## src/cam_pkg.sv

```systemverilog
`timescale 1ns / 1ps
// cam_pkg: shared types, register codes, fixed widths and the speed profile rom
// for the arm motion controller; no dependencies
package cam_pkg;

  // register indexes on the configuration port
  localparam int REG_IDX_W = 3;
  localparam logic [REG_IDX_W-1:0] REG_HOME_POSITION   = 3'd0;
  localparam logic [REG_IDX_W-1:0] REG_RAISED_POSITION = 3'd1;
  localparam logic [REG_IDX_W-1:0] REG_SPEED_CAP       = 3'd2;
  localparam logic [REG_IDX_W-1:0] REG_ARRIVE_WINDOW   = 3'd3;
  localparam logic [REG_IDX_W-1:0] REG_SPEED_KP        = 3'd4;
  localparam logic [REG_IDX_W-1:0] REG_SPEED_KI        = 3'd5;
  localparam logic [REG_IDX_W-1:0] REG_SPEED_KD        = 3'd6;
  localparam logic [REG_IDX_W-1:0] REG_POSITION_KP     = 3'd7;

  localparam int CFG_DATA_W = 32;
  localparam int GAIN_W     = 24;

  // command codes
  localparam logic [1:0] CMD_RAISE = 2'd1;
  localparam logic [1:0] CMD_LOWER = 2'd2;

  typedef enum logic [1:0] {
    PH_HOLD_HOME   = 2'd0,
    PH_RAISING     = 2'd1,
    PH_HOLD_RAISED = 2'd2,
    PH_LOWERING    = 2'd3
  } phase_t;

  typedef struct packed {
    logic signed [31:0] home_position;
    logic signed [31:0] raised_position;
    logic [11:0]        speed_cap;
    logic [15:0]        arrive_window;
    logic [GAIN_W-1:0]  speed_kp;
    logic [GAIN_W-1:0]  speed_ki;
    logic [GAIN_W-1:0]  speed_kd;
    logic [GAIN_W-1:0]  position_kp;
  } cfg_t;

  localparam cfg_t CFG_RESET = '{
    home_position:   32'sd0,
    raised_position: 32'sd13800,
    speed_cap:       12'd220,
    arrive_window:   16'd300,
    speed_kp:        24'd32768,
    speed_ki:        24'd98304,
    speed_kd:        24'd0,
    position_kp:     24'd524
  };

  // shared digit-serial multiplier: 32 x 24 bits, radix 16, q8.16 gains
  localparam int MUL_A_W    = 32;
  localparam int MUL_B_W    = GAIN_W;
  localparam int DIGIT_W    = 4;
  localparam int MUL_STEPS  = MUL_B_W / DIGIT_W;
  localparam int STEP_CNT_W = $clog2(MUL_STEPS + 1);
  localparam int PROD_W     = MUL_A_W + MUL_B_W;
  localparam int FRAC_W     = 16;
  localparam int MUL_HI_W   = PROD_W - FRAC_W;

  typedef struct packed {
    logic busy;
    logic done;
  } mul_status_t;

  // speed path widths
  localparam int SPEED_W          = 18;
  localparam int HOLD_W           = 15;
  localparam int HOLD_SPEED_LIMIT = 32767;
  localparam int ACCEL_BOOST      = 60;
  localparam int PROFILE_W        = 9;
  localparam int DRIVE_SUM_W      = 30;

  function automatic logic [PROFILE_W-1:0] profile_value(input logic [7:0] idx);
    logic [PROFILE_W-1:0] v;
    case (idx) inside
      8'd0:          v = 9'd0;
      8'd1:          v = 9'd291;
      [8'd2:8'd13]:  v = 9'd299;
      default:       v = 9'd300;
    endcase
    return v;
  endfunction

endpackage

```

## src/cascaded_arm_motion_controller.sv

```systemverilog
`timescale 1ns / 1ps
// cascaded_arm_motion_controller: position loop and motion profile over a speed pid
// depends on cam_pkg, cam_regs, cam_mul
//
//  channel  signals                               direction  beat
//  in       in_valid/in_ready                     sink       command, encoder_count
//  out      out_valid/out_ready                   source     compares, phase, done, position
//  cfg      cfg_valid/cfg_ready                   sink       cfg_index, cfg_data
//
// an item is accepted only while the sequencer is idle, so the next item waits until the
// result of the last one is registered; four multiplies go through the one radix-16
// multiplier in turn.
// synchronous reset returns the phase to hold home and clears position and pid state.
// a result waiting on out_ready does not stop the next input beat; the sequencer only
// waits at its last step while the output register is still full.
module cascaded_arm_motion_controller #(
  parameter int POSITION_WIDTH   = 32,
  parameter int PROFILE_ENTRIES  = 16,
  parameter int INTEGRAL_LIMIT   = 2000,
  parameter int DRIVE_LIMIT      = 2700,
  parameter int PWM_PERIOD       = 3000,
  parameter int ENCODER_MIDPOINT = 32767
) (
  input  logic                           clk,
  input  logic                           rst,
  input  logic                           in_valid,
  output logic                           in_ready,
  input  logic [1:0]                     command,
  input  logic [15:0]                    encoder_count,
  output logic                           out_valid,
  input  logic                           out_ready,
  output logic [11:0]                    pwm_compare_a,
  output logic [11:0]                    pwm_compare_b,
  output logic [1:0]                     motion_phase,
  output logic                           raise_done,
  output logic                           lower_done,
  output logic signed [31:0]             position_now,
  input  logic                           cfg_valid,
  output logic                           cfg_ready,
  input  logic [cam_pkg::REG_IDX_W-1:0]  cfg_index,
  input  logic [cam_pkg::CFG_DATA_W-1:0] cfg_data
);

  localparam int DW      = ((POSITION_WIDTH > 32) ? POSITION_WIDTH : 32) + 1;
  localparam int IDX_W   = $clog2(PROFILE_ENTRIES);
  localparam int INT_W   = $clog2(INTEGRAL_LIMIT + 1) + 1;
  localparam int ISUM_W  = ((INT_W > cam_pkg::SPEED_W) ? INT_W : cam_pkg::SPEED_W) + 1;
  localparam int DRIVE_W = $clog2(DRIVE_LIMIT + 1) + 1;
  localparam int CMP_W   = $clog2(PWM_PERIOD + 1) + 2;
  localparam int SW      = cam_pkg::SPEED_W;

  typedef enum logic [3:0] {
    S_IDLE, S_ACC, S_DIFF, S_ABS, S_MOVE, S_HOLD_MUL,
    S_INTEG, S_P_MUL, S_I_MUL, S_D_MUL, S_FINISH
  } state_t;

  cam_pkg::cfg_t        cfg;
  cam_pkg::mul_status_t mul_stat;
  cam_pkg::phase_t      phase;
  state_t               state;

  logic                             mul_start;
  logic [cam_pkg::MUL_A_W-1:0]      mul_a;
  logic [cam_pkg::MUL_B_W-1:0]      mul_b;
  logic [cam_pkg::MUL_HI_W-1:0]     mul_prod;

  logic signed [SW-1:0]             speed;
  logic signed [POSITION_WIDTH-1:0] pos;
  logic signed [DW-1:0]             pos_ext, dh, dr;
  logic [DW-1:0]                    ah, ar;
  logic                             raise_flag, lower_flag;
  logic                             use_hold, hold_neg;
  logic signed [SW-1:0]             move_tgt, err, prev_err;
  logic signed [INT_W-1:0]          integ;
  logic signed [SW:0]               dd;
  logic signed [cam_pkg::DRIVE_SUM_W-1:0] drv;

  // move stage
  logic                             raising, move_le, arrive;
  logic [DW-1:0]                    x1, x2, x_sel, hold_abs;
  logic [IDX_W-1:0]                 pidx;
  logic [cam_pkg::PROFILE_W-1:0]    rom_val;
  logic [9:0]                       prof_spd;
  logic [11:0]                      move_mag;
  logic [cam_pkg::MUL_A_W-1:0]      hold_mag;

  // pid stage
  logic [cam_pkg::HOLD_W-1:0]       hold_p;
  logic signed [SW-1:0]             hold_tgt, tgt, err_next;
  logic signed [ISUM_W-1:0]         isum;
  logic signed [INT_W-1:0]          integ_next;
  logic signed [SW:0]               dd_next;
  logic [SW-1:0]                    err_mag;
  logic [INT_W-1:0]                 integ_mag;
  logic [SW:0]                      dd_mag;
  logic signed [cam_pkg::DRIVE_SUM_W-1:0] term;
  logic                             term_neg;

  // output stage
  logic signed [DRIVE_W-1:0]        drive;
  logic signed [CMP_W-1:0]          cmp_a, cmp_b;

  cam_regs u_regs (
    .clk       (clk),
    .rst       (rst),
    .cfg_valid (cfg_valid),
    .cfg_ready (cfg_ready),
    .cfg_index (cfg_index),
    .cfg_data  (cfg_data),
    .cfg       (cfg)
  );

  cam_mul u_mul (
    .clk     (clk),
    .rst     (rst),
    .start   (mul_start),
    .mcand   (mul_a),
    .mplier  (mul_b),
    .prod_hi (mul_prod),
    .status  (mul_stat)
  );

  assign in_ready = (state == S_IDLE);
  assign pos_ext  = DW'(pos);

  always_comb begin
    raising  = (phase == cam_pkg::PH_RAISING);
    x1       = raising ? ah : ar;
    x2       = raising ? ar : ah;
    move_le  = (x1 <= x2);
    x_sel    = move_le ? x1 : x2;
    pidx     = (x_sel >= DW'(PROFILE_ENTRIES - 1)) ? IDX_W'(PROFILE_ENTRIES - 1)
                                                   : x_sel[IDX_W-1:0];
    rom_val  = cam_pkg::profile_value(8'(pidx));
    prof_spd = 10'(rom_val) + (move_le ? 10'(cam_pkg::ACCEL_BOOST) : 10'd0);
    move_mag = (12'(prof_spd) >= cfg.speed_cap) ? cfg.speed_cap : 12'(prof_spd);
    arrive   = raising ? (ar < DW'(cfg.arrive_window)) : (ah < DW'(cfg.arrive_window));
    hold_abs = (phase == cam_pkg::PH_HOLD_HOME) ? ah : ar;
    // beyond 2^31 the product saturates for any nonzero gain
    hold_mag = (hold_abs >= (DW'(1) << (cam_pkg::MUL_A_W - 1)))
             ? {1'b1, (cam_pkg::MUL_A_W - 1)'(0)} : hold_abs[cam_pkg::MUL_A_W-1:0];
  end

  always_comb begin
    hold_p     = (mul_prod > cam_pkg::MUL_HI_W'(cam_pkg::HOLD_SPEED_LIMIT))
               ? cam_pkg::HOLD_W'(cam_pkg::HOLD_SPEED_LIMIT) : mul_prod[cam_pkg::HOLD_W-1:0];
    hold_tgt   = hold_neg ? -$signed(SW'(hold_p)) : $signed(SW'(hold_p));
    tgt        = use_hold ? hold_tgt : move_tgt;
    err_next   = tgt - speed;
    isum       = ISUM_W'(integ) + ISUM_W'(err);
    if (isum > $signed(ISUM_W'(INTEGRAL_LIMIT)))
      integ_next = $signed(INT_W'(INTEGRAL_LIMIT));
    else if (isum < -$signed(ISUM_W'(INTEGRAL_LIMIT)))
      integ_next = -$signed(INT_W'(INTEGRAL_LIMIT));
    else
      integ_next = isum[INT_W-1:0];
    dd_next    = (SW + 1)'(err) - (SW + 1)'(prev_err);
    err_mag    = err[SW-1] ? $unsigned(-err) : $unsigned(err);
    integ_mag  = integ[INT_W-1] ? $unsigned(-integ) : $unsigned(integ);
    dd_mag     = dd[SW] ? $unsigned(-dd) : $unsigned(dd);
    term       = $signed({1'b0, mul_prod[cam_pkg::DRIVE_SUM_W-2:0]});
    case (state)
      S_P_MUL: term_neg = err[SW-1];
      S_I_MUL: term_neg = integ[INT_W-1];
      default: term_neg = dd[SW];
    endcase
  end

  always_comb begin
    if (drv > $signed(cam_pkg::DRIVE_SUM_W'(DRIVE_LIMIT)))
      drive = $signed(DRIVE_W'(DRIVE_LIMIT));
    else if (drv < -$signed(cam_pkg::DRIVE_SUM_W'(DRIVE_LIMIT)))
      drive = -$signed(DRIVE_W'(DRIVE_LIMIT));
    else
      drive = drv[DRIVE_W-1:0];
    cmp_a = $signed(CMP_W'(PWM_PERIOD));
    cmp_b = $signed(CMP_W'(PWM_PERIOD));
    if (drive >= 0)
      cmp_a = $signed(CMP_W'(PWM_PERIOD)) - CMP_W'(drive);
    else
      cmp_b = $signed(CMP_W'(PWM_PERIOD)) + CMP_W'(drive);
    if (cmp_a < 0) cmp_a = '0;
    if (cmp_b < 0) cmp_b = '0;
  end

  always_ff @(posedge clk) begin
    if (rst) begin
      state     <= S_IDLE;
      phase     <= cam_pkg::PH_HOLD_HOME;
      pos       <= '0;
      integ     <= '0;
      prev_err  <= '0;
      out_valid <= 1'b0;
      mul_start <= 1'b0;
    end else begin
      mul_start <= 1'b0;
      if (out_valid && out_ready) out_valid <= 1'b0;
      case (state)
        S_IDLE: begin
          if (in_valid) begin
            speed      <= SW'(encoder_count) - SW'(ENCODER_MIDPOINT);
            raise_flag <= 1'b0;
            lower_flag <= 1'b0;
            case (command)
              cam_pkg::CMD_RAISE: phase <= cam_pkg::PH_RAISING;
              cam_pkg::CMD_LOWER: phase <= cam_pkg::PH_LOWERING;
              default: ;
            endcase
            state <= S_ACC;
          end
        end
        S_ACC: begin
          pos   <= pos + POSITION_WIDTH'(speed);
          state <= S_DIFF;
        end
        S_DIFF: begin
          dh    <= DW'(cfg.home_position) - pos_ext;
          dr    <= DW'(cfg.raised_position) - pos_ext;
          state <= S_ABS;
        end
        S_ABS: begin
          ah    <= dh[DW-1] ? $unsigned(-dh) : $unsigned(dh);
          ar    <= dr[DW-1] ? $unsigned(-dr) : $unsigned(dr);
          state <= S_MOVE;
        end
        S_MOVE: begin
          use_hold  <= (phase == cam_pkg::PH_HOLD_HOME) || (phase == cam_pkg::PH_HOLD_RAISED);
          hold_neg  <= (phase == cam_pkg::PH_HOLD_HOME) ? dh[DW-1] : dr[DW-1];
          move_tgt  <= raising ? $signed(SW'(move_mag)) : -$signed(SW'(move_mag));
          if (phase == cam_pkg::PH_RAISING && arrive) begin
            phase      <= cam_pkg::PH_HOLD_RAISED;
            raise_flag <= 1'b1;
          end else if (phase == cam_pkg::PH_LOWERING && arrive) begin
            phase      <= cam_pkg::PH_HOLD_HOME;
            lower_flag <= 1'b1;
          end
          mul_start <= 1'b1;
          mul_a     <= hold_mag;
          mul_b     <= cfg.position_kp;
          state     <= S_HOLD_MUL;
        end
        S_HOLD_MUL: begin
          if (mul_stat.done) begin
            err   <= err_next;
            state <= S_INTEG;
          end
        end
        S_INTEG: begin
          integ     <= integ_next;
          dd        <= dd_next;
          prev_err  <= err;
          drv       <= '0;
          mul_start <= 1'b1;
          mul_a     <= cam_pkg::MUL_A_W'(err_mag);
          mul_b     <= cfg.speed_kp;
          state     <= S_P_MUL;
        end
        S_P_MUL: begin
          if (mul_stat.done) begin
            drv       <= term_neg ? drv - term : drv + term;
            mul_start <= 1'b1;
            mul_a     <= cam_pkg::MUL_A_W'(integ_mag);
            mul_b     <= cfg.speed_ki;
            state     <= S_I_MUL;
          end
        end
        S_I_MUL: begin
          if (mul_stat.done) begin
            drv       <= term_neg ? drv - term : drv + term;
            mul_start <= 1'b1;
            mul_a     <= cam_pkg::MUL_A_W'(dd_mag);
            mul_b     <= cfg.speed_kd;
            state     <= S_D_MUL;
          end
        end
        S_D_MUL: begin
          if (mul_stat.done) begin
            drv   <= term_neg ? drv - term : drv + term;
            state <= S_FINISH;
          end
        end
        S_FINISH: begin
          if (!out_valid || out_ready) begin
            out_valid     <= 1'b1;
            pwm_compare_a <= 12'($unsigned(cmp_a));
            pwm_compare_b <= 12'($unsigned(cmp_b));
            motion_phase  <= phase;
            raise_done    <= raise_flag;
            lower_done    <= lower_flag;
            position_now  <= pos_ext[31:0];
            state         <= S_IDLE;
          end
        end
        default: state <= S_IDLE;
      endcase
    end
  end

`ifndef ASSERT_OFF
  a_reset_clears_out: assert property (@(posedge clk) rst |=> !out_valid)
    else $error("output valid after reset");
  a_busy_after_beat: assert property (@(posedge clk) disable iff (rst)
    in_valid && in_ready |=> !in_ready)
    else $error("input ready while an item is in work");
  a_mul_idle_at_beat: assert property (@(posedge clk) disable iff (rst)
    in_valid && in_ready |-> !mul_stat.busy)
    else $error("multiplier busy at input beat");
  a_done_phase: assert property (@(posedge clk) disable iff (rst)
    out_valid && (raise_done || lower_done) |->
      (raise_done && !lower_done && motion_phase == 2'(cam_pkg::PH_HOLD_RAISED)) ||
      (lower_done && !raise_done && motion_phase == 2'(cam_pkg::PH_HOLD_HOME)))
    else $error("done pulse does not match the phase");
`endif

endmodule

```

## src/cam_mul.sv

```systemverilog
`timescale 1ns / 1ps
// cam_mul: radix-16 digit-serial unsigned multiplier, one gain digit per cycle
// depends on cam_pkg
module cam_mul (
  input  logic                                   clk,
  input  logic                                   rst,
  input  logic                                   start,
  input  logic [cam_pkg::MUL_A_W-1:0]            mcand,
  input  logic [cam_pkg::MUL_B_W-1:0]            mplier,
  output logic [cam_pkg::MUL_HI_W-1:0]           prod_hi,
  output cam_pkg::mul_status_t                   status
);

  localparam int PART_W = cam_pkg::MUL_A_W + cam_pkg::DIGIT_W;

  logic [cam_pkg::PROD_W-1:0]     acc;
  logic [cam_pkg::MUL_A_W-1:0]    a;
  logic [cam_pkg::MUL_B_W-1:0]    b;
  logic [cam_pkg::STEP_CNT_W-1:0] cnt;
  logic [PART_W-1:0]              partial;

  assign partial = PART_W'(a) *
                   PART_W'(b[cam_pkg::MUL_B_W-1 -: cam_pkg::DIGIT_W]);
  assign prod_hi = acc[cam_pkg::PROD_W-1:cam_pkg::FRAC_W];

  always_ff @(posedge clk) begin
    if (rst) begin
      status <= '0;
      cnt    <= '0;
    end else begin
      status.done <= 1'b0;
      if (start) begin
        acc         <= '0;
        a           <= mcand;
        b           <= mplier;
        cnt         <= cam_pkg::STEP_CNT_W'(cam_pkg::MUL_STEPS);
        status.busy <= 1'b1;
      end else if (status.busy) begin
        // msb digit first: shift the sum up one digit and add the partial
        acc <= {acc[cam_pkg::PROD_W-cam_pkg::DIGIT_W-1:0], cam_pkg::DIGIT_W'(0)} +
               cam_pkg::PROD_W'(partial);
        b   <= b << cam_pkg::DIGIT_W;
        cnt <= cnt - cam_pkg::STEP_CNT_W'(1);
        if (cnt == cam_pkg::STEP_CNT_W'(1)) begin
          status.busy <= 1'b0;
          status.done <= 1'b1;
        end
      end
    end
  end

endmodule

```

## src/cam_regs.sv

```systemverilog
`timescale 1ns / 1ps
// cam_regs: configuration register file with its reset values
// depends on cam_pkg
module cam_regs (
  input  logic                              clk,
  input  logic                              rst,
  input  logic                              cfg_valid,
  output logic                              cfg_ready,
  input  logic [cam_pkg::REG_IDX_W-1:0]     cfg_index,
  input  logic [cam_pkg::CFG_DATA_W-1:0]    cfg_data,
  output cam_pkg::cfg_t                     cfg
);

  assign cfg_ready = 1'b1;

  always_ff @(posedge clk) begin
    if (rst) begin
      cfg <= cam_pkg::CFG_RESET;
    end else if (cfg_valid) begin
      case (cfg_index)
        cam_pkg::REG_HOME_POSITION:   cfg.home_position   <= cfg_data;
        cam_pkg::REG_RAISED_POSITION: cfg.raised_position <= cfg_data;
        cam_pkg::REG_SPEED_CAP:       cfg.speed_cap       <= cfg_data[11:0];
        cam_pkg::REG_ARRIVE_WINDOW:   cfg.arrive_window   <= cfg_data[15:0];
        cam_pkg::REG_SPEED_KP:        cfg.speed_kp        <= cfg_data[cam_pkg::GAIN_W-1:0];
        cam_pkg::REG_SPEED_KI:        cfg.speed_ki        <= cfg_data[cam_pkg::GAIN_W-1:0];
        cam_pkg::REG_SPEED_KD:        cfg.speed_kd        <= cfg_data[cam_pkg::GAIN_W-1:0];
        cam_pkg::REG_POSITION_KP:     cfg.position_kp     <= cfg_data[cam_pkg::GAIN_W-1:0];
        default: ;
      endcase
    end
  end

endmodule

```

## config.mk

```make
export PLATFORM = sky130hd
export DESIGN_NAME = cascaded_arm_motion_controller
export DESIGN_NICKNAME = d
export VERILOG_FILES = /design/src/cam_pkg.sv /design/src/cascaded_arm_motion_controller.sv /design/src/cam_mul.sv /design/src/cam_regs.sv
export SDC_FILE = /design/constraint.sdc
export NUM_CORES = 2
export LEC_CHECK = 0
export ABC_AREA = 1
export BUFFER_PORTS_ARGS = -buffer_cell sky130_fd_sc_hd__buf_2
export CAP_MARGIN = 20
export CORE_UTILIZATION = 28
export DETAILED_ROUTE_END_ITERATION = 10
export PLACE_DENSITY = 0.52
export SLEW_MARGIN = 20
export SYNTH_ARGS = -nofsm -noshare
export SYNTH_HDL_FRONTEND = slang
export SYNTH_SLANG_ARGS = --single-unit
```

## constraint.sdc

```tcl
create_clock -name clk -period 19.2 [get_ports clk]
set_input_delay 0 -clock clk [delete_from_list [all_inputs] [get_ports clk]]
set_output_delay 0 -clock clk [all_outputs]
set_load 0.05 [all_outputs]
```

==> metrics <==
outcome=finished clean; CP max stage cell=nor2_4; routed wire length per instance=17.7 um; RSZ-0062 raised after global routing=no; CTS tree=built; Max Transition Viols Final=0; Synth Net Count=6265; reg2reg end=move_tgt[10]$_DFFE_PP_; worst hold stages=4; Worst Path Buf+Inv=3; Max Clock Freq=153 MHz; core area=167000 um^2; Leakage=23.4 nW; worst reg2reg path depth=29; critical path fanouts, max=31; Flop pwr share=32.1%; share of cells above drive strength 1=5.93%; commonest non-fill, non-tap cells in the layout=nand2_1, inv_1, nor2_1; Max clock buf depth=3; Int Pwr=3.94 mW; final net count=6410; Slew headroom=26.3%; Final Setup Violations=0; CTS root buf=clkbuf_16; Crit. Startpoint=phase[0]$_SDFFE_PP0P_; syn avg cell area=8.06 um^2; pin count of the biggest net entering global routing=116; met3 usage in global routing=2.69%; NetSw=2.75 mW; Area Growth Syn to Fin=14.3%; Worst EP required=19.60 ns; top area cells in the synthesized netlist=edfxtp_1, dfxtp_1, nand2_1; first-pass GRT wire length=224000 um; met2 usage=28.8%; H-tree lvl count=3; number of synthesized register bits=729; max cap viols=0; Reg clk slew, reported paths=0.06 ns; met1 usage=21.9%; antenna violations before repair=6; crit path DAT=6.92 ns; Worst Setup End Kind=flip-flop; Via density=4.77; flop-to-flop setup slack=12.68 ns; Switching Fraction=41.1%; hold_sp=cfg_data[31]; cell family with most CP delay=simple AND/OR/NAND/NOR gates; synth warn=0; Die Width=412 um; library cells used by synthesis=63; top cell type's share of synthesized area=29.8%; sequential fraction of the synthesis area=41.0%; clock skew=0.0512 ns; Syn Std Cell Area=47000 um^2; critical path class=flip-flop to flip-flop; cell count after synthesis=5830; WHS Endpoint=u_regs.cfg[155]$_SDFFE_PP0P_; fin crit share=34.0%; die height=412 um; Post-synth EDFFs=466; PortBufs=119; Hold Crit Class=input port to flip-flop; Fin. Hold Viols=0; hold_buf cts=71; setup bufs post-CTS=0; combinational cell fraction of total power=42.6%; Tmin final=6.52 ns; Peak VDD IR=74.6 uV; Clock Power Share=25.3%; Worst R2R Start=phase[0]$_SDFFE_PP0P_; Die ar.=170000 um^2; Worst Max-Slew Pin Slew=1.10 ns; GRT overflow=0; TNS Setup=0 ns; Post-DP HPWL=111000 um; PwrDens=124 nW/um^2; commonest non-fill, non-tap cell in the layout=nand2_1; Worst path max stage delay=0.69 ns; DRC Markers=0; area leader, netlist=edfxtp_1; drt initial violations=2369; Filler Cells Inserted=17700; Skew-Pair Late Insertion Delay=0.73 ns; DRT Pass-1 Iters=6; I/O pin count=121; Post-synth ARST share=0%; Post-DRT Antenna Nets=0; Final Routed Wirelength=146000 um; Worst setup SP type=flip-flop; CTS Sinks=729; vias in the first global route=38400; worst hold slack=0.0695 ns; cts bufs inserted=86; Std-Cell Rows=150; via count=39400; Starting Density=28.1%; GP Congestion=0.922; GR peak layer=met2; GRT Util Overall=17.0%; Post-CTS Resized=0; dominant synthesized flop cell=edfxtp_1
[how the worst max path moves through the flow]
stage / end / slack, ns / cells after the start
2_1_floorplan: lower_done$_DFFE_PP_ / 12.19 / 3
3_3_place_gp: move_tgt[10]$_DFFE_PP_ / 12.79 / 31
3_5_place_dp: move_tgt[10]$_DFFE_PP_ / 12.70 / 27
6_report: move_tgt[10]$_DFFE_PP_ / 12.68 / 29
4_1_cts: move_tgt[10]$_DFFE_PP_ / 12.65 / 27
5_1_grt: move_tgt[15]$_SDFFCE_PN0P_ / 12.04 / 31
[flip-flops by register name, summed over array words and instances (netlist names), 19 cells and up]
register      cells
mul_b            24
mul_a            32
u_mul.acc        56
dr               33
u_regs.cfg      188
pos              32
position_now     32
dd               19
ar               33
drv              30
u_mul.a          32
ah               33
dh               33
u_mul.b          24
[per-layer routing]
layer / vias to the layer above / routed length [um] / part of all wire, %
li1: 19800 / - / -
met1: 18600 / 65800 / 45
met2: 868 / 69000 / 47
met3: 176 / 6570 / 4.5
met4: 4 / 4460 / 3.1
met5: - / 21 / 0.014
[cell usage after synthesis, types with 20 or more instances]
| cell type | n |
|---|---|
| xor2_1 | 194 |
| nand3_1 | 180 |
| o21a_1 | 46 |
| a21boi_0 | 20 |
| nor2_1 | 711 |
| clkbuf_1 | 143 |
| dfxtp_1 | 263 |
| nor3_1 | 106 |
| fa_1 | 99 |
| a21oi_1 | 492 |
| xnor2_1 | 84 |
| o21bai_1 | 20 |
| ha_1 | 278 |
| o21ai_0 | 451 |
| a31oi_1 | 30 |
| o211ai_1 | 41 |
| inv_1 | 777 |
| nor4_1 | 40 |
| nand2_1 | 1074 |
| nand4_1 | 73 |
| o21ai_1 | 25 |
| edfxtp_1 | 466 |
| a211oi_1 | 23 |
[power groups by stage]
stage | clock network, mW | logic, mW | registers [mW]
5_1_grt | 1.79 | 3.22 | 2.17
6_report | 1.69 | 2.85 | 2.15
3_5_place_dp | 0 | 2.81 | 2.18
2_1_floorplan | 0 | 2.06 | 2.13
3_3_place_gp | 0 | 2.79 | 2.18
4_1_cts | 1.74 | 2.84 | 2.15
[worst reg2reg max path: cells and delay by family (launching register included)]
kind	cells	cell delay (ns)
adder cells (fa/ha/maj)	2	0.47
flip-flops	1	0.66
AO/OA/AOI/OAI	10	2.19
buffers and inverters	3	0.35
XOR/XNOR	1	0.17
AND/OR/NAND/NOR	13	2.37
[cell type report]
| cell class | count | area, um^2 | share of cell area [%] |
|---|---|---|---|
| Multi-Input combinational cell | 4137 | 24200 | 45.0 |
| Sequential cell | 729 | 19300 | 35.8 |
| Inverter | 788 | 2960 | 5.51 |
| Tap cell | 2204 | 2760 | 5.13 |
| Clock buffer | 112 | 2350 | 4.38 |
| Timing Repair Buffer | 233 | 1680 | 3.12 |
| Clock inverter | 50 | 566 | 1.05 |
| Antenna cell | 2 | 5.00 | 0.00931 |
[cell families (layout without fill, tap and decap cells)]
logic type	Yosys count	in the layout	share of synthesized area [%]
simple gates	2247	2247	19.8
compound gates	1234	1234	14.6
buf+inv	964	1183	7.84
flops	729	729	41.0
fa+ha+maj	377	377	11.6
xor+xnor	278	278	5.18
other cells	1	3	0.00798
[metrics by stage]
stage / setup slack [ns] / instance area (um^2) / power (mW) / instances / utilization [%]
after floorplan: 12.19 / 47000 / 4.19 / 5830 / -
after global placement: 12.79 / 50000 / 4.97 / 8016 / 30.0
after detailed placement: 12.70 / 50000 / 5.00 / 8016 / 30.0
after CTS: 12.65 / 53700 / 6.74 / 8249 / 32.1
after global routing: 12.04 / 53800 / 7.18 / 8255 / 32.2
final: 12.68 / 53800 / 6.69 / 8255 / 32.2
(Power assumes the default switching activity.)
